--- src/hw/rtl/mcem_pkg.sv ---
// ----------------------------------------------------------------------------
// mcem_pkg
// Types, codes and constants shared by the cable error monitor modules.
// ----------------------------------------------------------------------------
package mcem_pkg;

  localparam int NUM_CABLES_DEF    = 4;
  localparam int COUNTER_WIDTH_DEF = 32;

  localparam int NCNT        = 7;
  localparam int TIMER_W     = 16;
  localparam int CABLE_W     = 2;
  localparam int CABLE_CMP_W = 5;
  localparam int MASK_W      = 4;
  localparam int CFG_IDX_W   = 2;
  localparam int CFG_DATA_W  = 16;
  localparam int POS_W       = 16;
  localparam int PROD_W      = 20;
  localparam int RATIO_NUM   = 9;
  localparam int RATIO_DEN   = 10;

  localparam logic [TIMER_W-1:0] TIMER_MAX       = 16'hFFFF;
  localparam logic [TIMER_W-1:0] SYSEX_LIMIT_RST = 16'd1000;
  localparam logic [TIMER_W-1:0] IDLE_LIMIT_RST  = 16'd100;
  localparam logic               AUTO_REC_RST    = 1'b1;

  localparam logic [2:0] CNT_TOTAL = 3'd0;
  localparam logic [2:0] CNT_OVF   = 3'd1;
  localparam logic [2:0] CNT_INC   = 3'd2;
  localparam logic [2:0] CNT_CIN   = 3'd3;
  localparam logic [2:0] CNT_MAL   = 3'd4;
  localparam logic [2:0] CNT_BUSY  = 3'd5;
  localparam logic [2:0] CNT_REC   = 3'd6;

  localparam logic [2:0] ERR_NONE       = 3'd0;
  localparam logic [2:0] ERR_OVERFLOW   = 3'd1;
  localparam logic [2:0] ERR_INCOMPLETE = 3'd2;
  localparam logic [2:0] ERR_BAD_CIN    = 3'd3;
  localparam logic [2:0] ERR_BAD_CABLE  = 3'd4;
  localparam logic [2:0] ERR_BUSY       = 3'd5;
  localparam logic [2:0] ERR_MALFORMED  = 3'd6;
  localparam logic [2:0] ERR_TIMEOUT    = 3'd7;

  localparam logic [1:0] CS_OK    = 2'd0;
  localparam logic [1:0] CS_ERROR = 2'd1;
  localparam logic [1:0] CS_WARN  = 2'd2;

  localparam logic [CFG_IDX_W-1:0] REG_SYSEX_LIMIT = 2'd0;
  localparam logic [CFG_IDX_W-1:0] REG_IDLE_LIMIT  = 2'd1;
  localparam logic [CFG_IDX_W-1:0] REG_AUTO_REC    = 2'd2;

  typedef enum logic [3:0] {
    OP_TICK        = 4'd0,
    OP_ACTIVITY    = 4'd1,
    OP_SYSEX_START = 4'd2,
    OP_SYSEX_END   = 4'd3,
    OP_REPORT      = 4'd4,
    OP_OVF_CHECK   = 4'd5,
    OP_RECOVER     = 4'd6,
    OP_CLEAR       = 4'd7,
    OP_READ        = 4'd8
  } op_t;

  typedef enum logic [1:0] {
    ST_IDLE,
    ST_READ,
    ST_MODIFY,
    ST_DONE
  } mcem_state_t;

  typedef struct packed {
    logic [TIMER_W-1:0] idle_timer;
    logic [TIMER_W-1:0] sysex_timer;
    logic               sysex_open;
    logic [1:0]         link_state;
    logic [2:0]         last_code;
  } mcem_meta_t;

  typedef struct packed {
    op_t              op;
    logic [2:0]       error_code;
    logic [POS_W-1:0] buffer_position;
    logic [POS_W-1:0] buffer_capacity;
  } mcem_req_t;

  typedef struct packed {
    logic [TIMER_W-1:0] sysex_timeout_limit;
    logic [TIMER_W-1:0] idle_limit;
    logic               auto_recover_enable;
  } mcem_cfg_t;

endpackage

--- src/hw/rtl/mcem_update.sv ---
// ----------------------------------------------------------------------------
// mcem_update
// Next value of one cable entry for one event: timers, state and counters.
// ----------------------------------------------------------------------------
module mcem_update import mcem_pkg::*; #(
  parameter int COUNTER_WIDTH = COUNTER_WIDTH_DEF
) (
  input  mcem_req_t                             req,
  input  mcem_cfg_t                             cfg,
  input  mcem_meta_t                            meta_in,
  input  logic [NCNT-1:0][COUNTER_WIDTH-1:0]    cnt_in,
  output mcem_meta_t                            meta_out,
  output logic [NCNT-1:0][COUNTER_WIDTH-1:0]    cnt_out,
  output logic                                  timed_out,
  output logic                                  ovf_flag
);

  function automatic logic [TIMER_W-1:0] sat_inc(input logic [TIMER_W-1:0] v);
    return (v != TIMER_MAX) ? v + TIMER_W'(1) : v;
  endfunction

  logic [PROD_W-1:0] pos_x10;
  logic [PROD_W-1:0] cap_x9;

  assign pos_x10 = PROD_W'(req.buffer_position) * PROD_W'(RATIO_DEN);
  assign cap_x9  = PROD_W'(req.buffer_capacity) * PROD_W'(RATIO_NUM);

  always_comb begin
    mcem_meta_t                          m;
    logic [NCNT-1:0][COUNTER_WIDTH-1:0]  cv;
    logic                                rep;
    logic [2:0]                          rep_code;
    logic                                rcv;
    logic                                to;
    logic                                flag;
    logic [2:0]                          kidx;
    logic                                kval;

    m        = meta_in;
    cv       = cnt_in;
    rep      = 1'b0;
    rep_code = ERR_NONE;
    rcv      = 1'b0;
    to       = 1'b0;
    flag     = 1'b0;
    kidx     = CNT_TOTAL;
    kval     = 1'b0;

    unique case (req.op)
      OP_TICK: begin
        m.idle_timer = sat_inc(m.idle_timer);
        if (m.sysex_open) begin
          m.sysex_timer = sat_inc(m.sysex_timer);
          if (m.sysex_timer > cfg.sysex_timeout_limit) begin
            to       = 1'b1;
            rep      = 1'b1;
            rep_code = ERR_INCOMPLETE;
          end
        end
      end
      OP_ACTIVITY: begin
        m.idle_timer = '0;
        if (m.link_state == CS_ERROR) begin
          m.link_state = CS_WARN;
        end
      end
      OP_SYSEX_START: begin
        m.sysex_open  = 1'b1;
        m.sysex_timer = '0;
      end
      OP_SYSEX_END: begin
        m.sysex_open  = 1'b0;
        m.sysex_timer = '0;
      end
      OP_REPORT: begin
        rep      = 1'b1;
        rep_code = req.error_code;
      end
      OP_OVF_CHECK: begin
        if (req.buffer_position >= req.buffer_capacity) begin
          rep      = 1'b1;
          rep_code = ERR_OVERFLOW;
          flag     = 1'b1;
        end else if (pos_x10 > cap_x9) begin
          m.link_state = CS_WARN;
        end
      end
      OP_RECOVER: begin
        rcv = 1'b1;
      end
      OP_CLEAR: begin
        m  = '0;
        cv = '0;
      end
      default: begin
      end
    endcase

    if (rep) begin
      unique case (rep_code)
        ERR_OVERFLOW: begin
          kidx = CNT_OVF;
          kval = 1'b1;
        end
        ERR_INCOMPLETE: begin
          kidx = CNT_INC;
          kval = 1'b1;
        end
        ERR_BAD_CIN: begin
          kidx = CNT_CIN;
          kval = 1'b1;
        end
        ERR_BUSY: begin
          kidx = CNT_BUSY;
          kval = 1'b1;
        end
        ERR_MALFORMED: begin
          kidx = CNT_MAL;
          kval = 1'b1;
        end
        default: begin
        end
      endcase
      if (kval) begin
        cv[kidx] = cv[kidx] + COUNTER_WIDTH'(1);
      end
      cv[CNT_TOTAL] = cv[CNT_TOTAL] + COUNTER_WIDTH'(1);
      m.last_code   = rep_code;
      m.link_state  = CS_ERROR;
      if (cfg.auto_recover_enable) begin
        rcv = 1'b1;
      end
    end

    if (rcv) begin
      m.sysex_open  = 1'b0;
      m.sysex_timer = '0;
      m.idle_timer  = '0;
      m.link_state  = CS_OK;
      cv[CNT_REC]   = cv[CNT_REC] + COUNTER_WIDTH'(1);
    end

    if (to) begin
      m.sysex_open  = 1'b0;
      m.sysex_timer = '0;
    end

    if (req.op == OP_TICK && m.idle_timer > cfg.idle_limit && m.link_state == CS_WARN) begin
      m.link_state = CS_OK;
    end

    meta_out  = m;
    cnt_out   = cv;
    timed_out = to;
    ovf_flag  = flag;
  end

endmodule

--- src/hw/rtl/midi_cable_error_monitor.sv ---
// ----------------------------------------------------------------------------
// midi_cable_error_monitor
// Per-cable error monitor: timers, state and error counters for each cable,
// kept in an entry memory and updated by read, modify and write back.
//
//   Channel  Direction  Handshake                Payload
//   in       input      in_valid / in_stall      op, cable, all_cables,
//                                                error_code, buffer_position,
//                                                buffer_capacity
//   out      output     out_valid / out_stall    cable_status, counters,
//                                                last_error_code,
//                                                overflow_flag, timeout_mask
//   cfg      input      cfg_write                cfg_index, cfg_data
//
// A tick visits every cable entry in turn, every other event only its own
// cable (none for a cable number out of range); each entry visit is a memory
// read step and then a modify and write-back step on the single entry memory.
// Reset marks every entry invalid at once, and an invalid entry reads as zero,
// so there is no clearing pass. One finished result waits in the output
// register; while it is stalled, the next result holds in its last step.
// ----------------------------------------------------------------------------
module midi_cable_error_monitor import mcem_pkg::*; #(
  parameter int NUM_CABLES    = NUM_CABLES_DEF,
  parameter int COUNTER_WIDTH = COUNTER_WIDTH_DEF
) (
  input  logic                     clk,
  input  logic                     rst,
  input  logic                     cfg_write,
  input  logic [CFG_IDX_W-1:0]     cfg_index,
  input  logic [CFG_DATA_W-1:0]    cfg_data,
  input  logic                     in_valid,
  output logic                     in_stall,
  input  logic [3:0]               op,
  input  logic [CABLE_W-1:0]       cable,
  input  logic                     all_cables,
  input  logic [2:0]               error_code,
  input  logic [POS_W-1:0]         buffer_position,
  input  logic [POS_W-1:0]         buffer_capacity,
  output logic                     out_valid,
  input  logic                     out_stall,
  output logic [1:0]               cable_status,
  output logic [COUNTER_WIDTH-1:0] error_total,
  output logic [COUNTER_WIDTH-1:0] overflow_count,
  output logic [COUNTER_WIDTH-1:0] incomplete_count,
  output logic [COUNTER_WIDTH-1:0] bad_cin_count,
  output logic [COUNTER_WIDTH-1:0] malformed_count,
  output logic [COUNTER_WIDTH-1:0] busy_count,
  output logic [COUNTER_WIDTH-1:0] recovery_count,
  output logic [2:0]               last_error_code,
  output logic                     overflow_flag,
  output logic [MASK_W-1:0]        timeout_mask
);

  localparam int CIDX_W = (NUM_CABLES > 1) ? $clog2(NUM_CABLES) : 1;
  localparam logic [CIDX_W-1:0] LAST_IDX = CIDX_W'(NUM_CABLES - 1);

  typedef logic [NCNT-1:0][COUNTER_WIDTH-1:0] cnt_vec_t;

  mcem_cfg_t   cfg;
  mcem_state_t state;
  mcem_state_t state_next;

  mcem_req_t          req;
  logic [CIDX_W-1:0]  cab_addr;
  logic               cab_ok;
  logic [CIDX_W-1:0]  idx;
  logic               in_xfer;
  logic               in_cab_ok;
  logic               out_free;
  logic               is_tick;

  mcem_meta_t         meta_mem [NUM_CABLES];
  cnt_vec_t           cnt_mem  [NUM_CABLES];
  logic [NUM_CABLES-1:0] vld;

  mcem_meta_t         rd_meta;
  cnt_vec_t           rd_cnt;
  logic               rd_ok;
  mcem_meta_t         eff_meta;
  cnt_vec_t           eff_cnt;

  mcem_meta_t         upd_meta;
  cnt_vec_t           upd_cnt;
  logic               upd_to;
  logic               upd_flag;

  mcem_meta_t         res_meta;
  cnt_vec_t           res_cnt;
  logic               res_flag;
  logic [MASK_W-1:0]  res_mask;

  mcem_meta_t         out_meta;
  cnt_vec_t           out_cnt;
  logic               out_flag;
  logic [MASK_W-1:0]  out_mask;

  assign in_xfer   = in_valid && !in_stall;
  assign in_cab_ok = CABLE_CMP_W'(cable) < CABLE_CMP_W'(NUM_CABLES);
  assign out_free  = !out_valid || !out_stall;
  assign is_tick   = (req.op == OP_TICK);
  assign in_stall  = (state != ST_IDLE);

  always_ff @(posedge clk) begin
    if (rst) begin
      cfg.sysex_timeout_limit <= SYSEX_LIMIT_RST;
      cfg.idle_limit          <= IDLE_LIMIT_RST;
      cfg.auto_recover_enable <= AUTO_REC_RST;
    end else if (cfg_write) begin
      unique case (cfg_index)
        REG_SYSEX_LIMIT: cfg.sysex_timeout_limit <= cfg_data;
        REG_IDLE_LIMIT:  cfg.idle_limit          <= cfg_data;
        REG_AUTO_REC:    cfg.auto_recover_enable <= cfg_data[0];
        default: begin
        end
      endcase
    end
  end

  always_ff @(posedge clk) begin
    if (rst) begin
      state <= ST_IDLE;
    end else begin
      state <= state_next;
    end
  end

  always_comb begin
    state_next = state;
    unique case (state)
      ST_IDLE: begin
        if (in_xfer) begin
          if (op == OP_TICK || in_cab_ok) begin
            state_next = ST_READ;
          end else begin
            state_next = ST_DONE;
          end
        end
      end
      ST_READ: begin
        state_next = ST_MODIFY;
      end
      ST_MODIFY: begin
        if (is_tick && idx != LAST_IDX) begin
          state_next = ST_READ;
        end else begin
          state_next = ST_DONE;
        end
      end
      ST_DONE: begin
        if (out_free) begin
          state_next = ST_IDLE;
        end
      end
      default: state_next = ST_IDLE;
    endcase
  end

  always_ff @(posedge clk) begin
    if (in_xfer) begin
      req.op              <= op_t'(op);
      req.error_code      <= error_code;
      req.buffer_position <= buffer_position;
      req.buffer_capacity <= buffer_capacity;
      cab_addr            <= CIDX_W'(cable);
      cab_ok              <= in_cab_ok;
      idx                 <= (op == OP_TICK) ? '0 : CIDX_W'(cable);
    end else if (state == ST_MODIFY && is_tick && idx != LAST_IDX) begin
      idx <= idx + CIDX_W'(1);
    end
  end

  always_ff @(posedge clk) begin
    if (rst) begin
      vld <= '0;
    end else if (in_xfer && op == OP_CLEAR && all_cables) begin
      vld <= '0;
    end else if (state == ST_MODIFY) begin
      vld[idx] <= 1'b1;
    end
  end

  always_ff @(posedge clk) begin
    if (state == ST_MODIFY) begin
      meta_mem[idx] <= upd_meta;
      cnt_mem[idx]  <= upd_cnt;
    end
  end

  always_ff @(posedge clk) begin
    if (state == ST_READ) begin
      rd_meta <= meta_mem[idx];
      rd_cnt  <= cnt_mem[idx];
      rd_ok   <= vld[idx];
    end
  end

  assign eff_meta = rd_ok ? rd_meta : '0;
  assign eff_cnt  = rd_ok ? rd_cnt : '0;

  mcem_update #(
    .COUNTER_WIDTH(COUNTER_WIDTH)
  ) u_update (
    .req      (req),
    .cfg      (cfg),
    .meta_in  (eff_meta),
    .cnt_in   (eff_cnt),
    .meta_out (upd_meta),
    .cnt_out  (upd_cnt),
    .timed_out(upd_to),
    .ovf_flag (upd_flag)
  );

  always_ff @(posedge clk) begin
    if (in_xfer) begin
      res_meta <= '0;
      res_cnt  <= '0;
      res_flag <= 1'b0;
      res_mask <= '0;
    end else if (state == ST_MODIFY) begin
      if (cab_ok && idx == cab_addr) begin
        res_meta <= upd_meta;
        res_cnt  <= upd_cnt;
        res_flag <= upd_flag;
      end
      if (upd_to && CABLE_CMP_W'(idx) < CABLE_CMP_W'(MASK_W)) begin
        res_mask[CABLE_W'(idx)] <= 1'b1;
      end
    end
  end

  always_ff @(posedge clk) begin
    if (rst) begin
      out_valid <= 1'b0;
    end else if (state == ST_DONE && out_free) begin
      out_valid <= 1'b1;
    end else if (!out_stall) begin
      out_valid <= 1'b0;
    end
  end

  always_ff @(posedge clk) begin
    if (state == ST_DONE && out_free) begin
      out_meta <= res_meta;
      out_cnt  <= res_cnt;
      out_flag <= res_flag;
      out_mask <= res_mask;
    end
  end

  assign cable_status     = out_meta.link_state;
  assign error_total      = out_cnt[CNT_TOTAL];
  assign overflow_count   = out_cnt[CNT_OVF];
  assign incomplete_count = out_cnt[CNT_INC];
  assign bad_cin_count    = out_cnt[CNT_CIN];
  assign malformed_count  = out_cnt[CNT_MAL];
  assign busy_count       = out_cnt[CNT_BUSY];
  assign recovery_count   = out_cnt[CNT_REC];
  assign last_error_code  = out_meta.last_code;
  assign overflow_flag    = out_flag;
  assign timeout_mask     = out_mask;

  a_one_at_a_time: assert property (@(posedge clk) disable iff (rst)
    in_xfer |=> in_stall)
    else $error("input transfer taken while an event is in flight");

  a_result_from_done: assert property (@(posedge clk) disable iff (rst)
    $rose(out_valid) |-> $past(state == ST_DONE))
    else $error("result presented without a finished event");

  a_overflow_code: assert property (@(posedge clk) disable iff (rst)
    (out_valid && overflow_flag) |-> (last_error_code == ERR_OVERFLOW))
    else $error("overflow flag without overflow error code");

endmodule
--- config.mk ---
export PLATFORM = sky130hd
export DESIGN_NAME = midi_cable_error_monitor
export DESIGN_NICKNAME = d
export VERILOG_FILES = /design/src/hw/rtl/mcem_pkg.sv /design/src/hw/rtl/mcem_update.sv /design/src/hw/rtl/midi_cable_error_monitor.sv
export SDC_FILE = /design/constraint.sdc
export NUM_CORES = 2
export LEC_CHECK = 0
export BUFFER_PORTS_ARGS = -buffer_cell sky130_fd_sc_hd__buf_2
export CAP_MARGIN = 0
export CORE_UTILIZATION = 25
export CTS_BUF_LIST = sky130_fd_sc_hd__clkbuf_8
export CTS_CLUSTER_DIAMETER = 50
export DETAILED_ROUTE_END_ITERATION = 10
export PLACE_DENSITY = 0.48
export SLEW_MARGIN = 20
export SYNTH_ARGS = -nofsm -noshare
export SYNTH_HDL_FRONTEND = slang
export SYNTH_SLANG_ARGS = --single-unit
--- constraint.sdc ---
create_clock -name clk -period 12.7 [get_ports clk]
set_input_delay 1.27 -clock clk [delete_from_list [all_inputs] [get_ports clk]]
set_output_delay 1.27 -clock clk [all_outputs]
set_load 0.02 [all_outputs]
==> metrics.md <==
| Metric | Value |
|---|---|
| Status | `finished, final reports clean` |
| Bufs on Longest Clock Path | `4` |
| Final count of hold timing violations | `0` |
| Port Buffers | `300` |
| Min cycle time layout | `9.506 ns` |
| Worst vdd ir | `0.08608 mV` |
| Die ar. | `0.3011 sq mm` |
| CTS tree | `yes` |
| Sum Neg Setup Slack | `0 ns` |
| Setup Crit Path Kind | `reg -> reg` |
| Worst Path Arrival | `about 10 ns` |
| Post-Route WL | `238300 um` |
| CP startpoint | `rd_ok$_DFFE_PN_` |
| Final #Nets | `5541` |
| Mux contribution to synthesized area | `approximately 8%` |
| Worst Path Max Fanout | `42` |
| Clk sinks | `1862` |
| Hold endpoint | `error_total[6]$_DFFE_PP_` |
| Xor and xnor fraction of the mapped netlist area | `under 10%` |
| RSZ-0062 raised after global routing | `false` |
| Max Cap Viol | `0` |
| Main synth FF type | `edfxtp_1` |
| Synth-to-Final Area Change | `17.27%` |
| 1st-iter DRT viols | `4461` |
| Synth Area in Simple Gates | `7.586%` |
| Starting Density | `approximately 25%` |
| Util after Layout | `between 20 and 30%` |
| Count of unique library cells instantiated by Yosys | `98` |
| Synth async-reset ratio | `0%` |
| Die span in y | `548.7 um` |
| Compound-Gate Fraction of Synth Area | `a little over 7%` |
| Post-DP HPWL | `150600 um` |
| Hold Path Class | `reg -> reg` |
| Top delay family on crit path | `simple AND/OR/NAND/NOR gates` |
| Via count | `45300` |
| Fillers | `roughly 30000` |
| Synthesis-stage register bit count | `1862` |
| Proportion of layout cells with a drive suffix above 1 | `21.03%` |
| Startpoint Class | `flop` |
| Syn_area_per_cell | `15.31 sq um` |
| Residual DRC | `0` |
| IO Pins | `301` |
| Worst R2R Path Depth | `31` |
| Largest family of logic cells by synthesized area | `multiplexers` |
| Post-route insts no fill | `9558` |
| Fin crit share | `74.85%` |
| Vias in the first global route | `44990` |
| First-pass GRT wire length | `around 340000 um` |
| Lkg Pwr | `29.79 nW` |
| Core area | `0.2970 sq mm` |
| CP Capture Type | `flop` |
| Placed inst area | `0.08120 sq mm` |
| Clk_skew | `0.1016 ns` |
| Syn_nets | `5078` |
| CP Buf/Inv Count | `4` |
| Most common cell on crit path | `nand4_1` |
| Gate Count Post-Synth | `4881` |
| Post-CTS Hold Fix Bufs | `0` |
| Cell Area, Synth | `0.07472 sq mm` |
| Min-Delay Path Depth | `0` |
| Synth warn | `0` |
| Worst path max stage delay | `0.80 ns` |
| Die width | `roughly 550 um` |
| Post-CTS Setup Bufs | `0` |
| CP Data Required Time | `13.32 ns` |
| Adder-cell area share of the yosys netlist | `2.230%` |
| Largest net degree at the start of global routing | `188` |
| Sequential fraction of the synthesis area | `slightly above 70%` |
| Gr usage total | `15.43%` |
| Post-synth EDFFs | `1588` |
| # placed instances | `8956` |
| PwrDens | `157.8 mW/mm^2` |
| Cts bufs inserted | `325` |
| Worst skew pair latency | `0.98 ns` |
| Reg area | `0.05317 sq mm` |
| Global placer's final weighted congestion | `0.8605` |
| Max frequency | `between 100 and 150 MHz` |
| Cts repair resizes | `0` |
| CTS H-tree depth | `5` |
| Clock Pin Slew Worst Setup and Hold Paths | `about 0.06 ns` |
| Reg-to-Reg End | `cnt_mem[3][126]$_DFFE_PP_` |
| Worst R2R Setup Slack | `3.19 ns` |
| Worst slew pin tran | `1.248 ns` |
| Worst path slowest cell | `xor2_1` |
| Worst r2r src | `rd_ok$_DFFE_PN_` |
| Via/cell ratio | `4.740` |
| Routed Antenna Nets | `0` |
| Pre-CTS setup slack | `between 3 and 4 ns` |
| Max-slew violation count | `0` |
| Fin area | `between 0.08 and 0.09 sq mm` |
| Slew headroom | `16.79%` |
| Initial antenna violation count | `20` |
| Placement row count | `200` |
| Drt pass-1 iters | `6` |
| # setup viols final | `0` |
| Congestion Overflow GR | `0` |
| Drt wl/cell | `approximately 25 um` |
| HP Start | `res_cnt[6]$_SDFFE_PP0P_` |
| Multi-input gate area | `about 0.020 sq mm` |
| CTS root buffer | `clkbuf_8` |
| Worst setup margin | `3.194 ns` |
## worst register-to-register path, delay by kind of cell (launching register included)
| kind | cells | cell delay (ns) |
|---|---|---|
| compound gates | 4 | 1.70 |
| xor+xnor | 2 | 0.94 |
| fa+ha+maj | 3 | 0.71 |
| buf+inv | 4 | 0.68 |
| flops | 1 | 0.36 |
| simple gates | 18 | 4.82 |
## synth_stat cells, drive strengths merged, types with 12 or more instances
| cell | n | share of area (%) |
|---|---|---|
| a211o | 12 | 0.14 |
| a211oi | 20 | 0.22 |
| a21boi | 14 | 0.14 |
| a21o | 37 | 0.37 |
| a21oi | 276 | 1.9 |
| a22o | 41 | 0.48 |
| a22oi | 13 | 0.14 |
| a31oi | 46 | 0.39 |
| a32oi | 12 | 0.14 |
| and2 | 25 | 0.21 |
| and3 | 56 | 0.47 |
| buf | 75 | 0.43 |
| clkbuf | 187 | 0.94 |
| dfxtp | 274 | 7.3 |
| edfxtp | 1588 | 64 |
| ha | 130 | 2.2 |
| inv | 108 | 0.54 |
| mux4 | 263 | 7.9 |
| nand2 | 483 | 2.4 |
| nand2b | 15 | 0.13 |
| nand3 | 146 | 0.98 |
| nand4 | 46 | 0.39 |
| nor2 | 305 | 1.5 |
| nor2b | 18 | 0.15 |
| nor3 | 55 | 0.38 |
| nor4 | 23 | 0.24 |
| o211ai | 41 | 0.42 |
| o21a | 36 | 0.36 |
| o21ai | 230 | 1.5 |
| o21ba | 18 | 0.24 |
| or3 | 14 | 0.12 |
| xnor2 | 90 | 1.1 |
| xor2 | 53 | 0.62 |
## final cells by class
| class | instances | area share, % |
|---|---|---|
| repair buffers | 398 | 2.705 |
| multi-input cells | 2649 | 23.19 |
| flip-flops and latches | 1862 | 60.68 |
| inverters | 108 | 0.4712 |
| well taps | 3939 | 5.625 |
| clock buffers | 360 | 5.655 |
| clock inverters | 230 | 1.638 |
| diodes | 12 | 0.03427 |
## metal layers
metal  track usage [%]  vias up  wire, um
li1                  -    19770         -
met1             21.46    23400    107100
met2             24.09     1733    107500
met3             3.166      393     16920
met4             4.694       10      6818
met5                 0        -        59
## worst max-delay path by stage
stage	to	slack (ns)	depth (start not counted)
floorplan	rd_cnt[0]$_DFFE_PN_	0.43	2
global placement	cnt_mem[0][126]$_DFFE_PP_	3.49	31
detailed placement	cnt_mem[2][94]$_DFFE_PP_	3.35	31
CTS	cnt_mem[3][94]$_DFFE_PP_	3.33	31
global route	cnt_mem[3][94]$_DFFE_PP_	2.52	31
finish	cnt_mem[3][126]$_DFFE_PP_	3.19	31
## registers in the layout (all words and copies together), names as in the netlist, 5 cells and up
name              flops
bad_cin_count        32
res_cnt             224
busy_count           32
req                  39
recovery_count       32
overflow_count       32
res_meta              5
malformed_count      32
incomplete_count     32
cfg                  33
cnt_mem             896
rd_cnt              224
rd_meta              38
meta_mem            152
error_total          32
## per-stage QoR
stage | total power [mW] | hold WS [ns]
2_1_floorplan | 8.021 | 0.4001
3_3_place_gp | 8.503 | 0.4114
3_5_place_dp | 8.515 | 0.4139
4_1_cts | 14.01 | 0.3630
5_1_grt | 14.35 | 0.3901
6_report | 13.82 | 0.3809
## power by group
group / internal (mW) / switching, mW
Clock: 2.91 / 2.54
Sequential: 6.95 / 0.199
Combinational: 0.442 / 0.789
Total: 10.3 / 3.52
## cells by family after synthesis
kind of cell	count (synthesis)
compound gates	867
xor+xnor	143
fa+ha+maj	132
buf+inv	370
flops	1862
mux	279
simple gates	1228
## cell usage in the layout (no fill, tap or decap), types with 39 or more instances in the layout
master	Yosys	routed
xnor2_1	89	86
dfxtp_1	274	274
o21ai_0	222	221
a31oi_1	46	46
a22o_1	41	41
clkbuf_8	0	360
xor2_1	53	53
mux4_2	263	263
nor3_1	54	53
nor2_1	304	298
edfxtp_1	1588	1588
nand4_1	46	46
nand2_1	480	479
a21oi_1	275	271
inv_1	107	222
buf_2	14	300
clkinv_1	0	39
nand3_1	145	143
o211ai_1	40	40
buf_4	3	87
ha_1	130	130
and3_1	56	51
No activity file was read; power rests on OpenSTA's default activity.
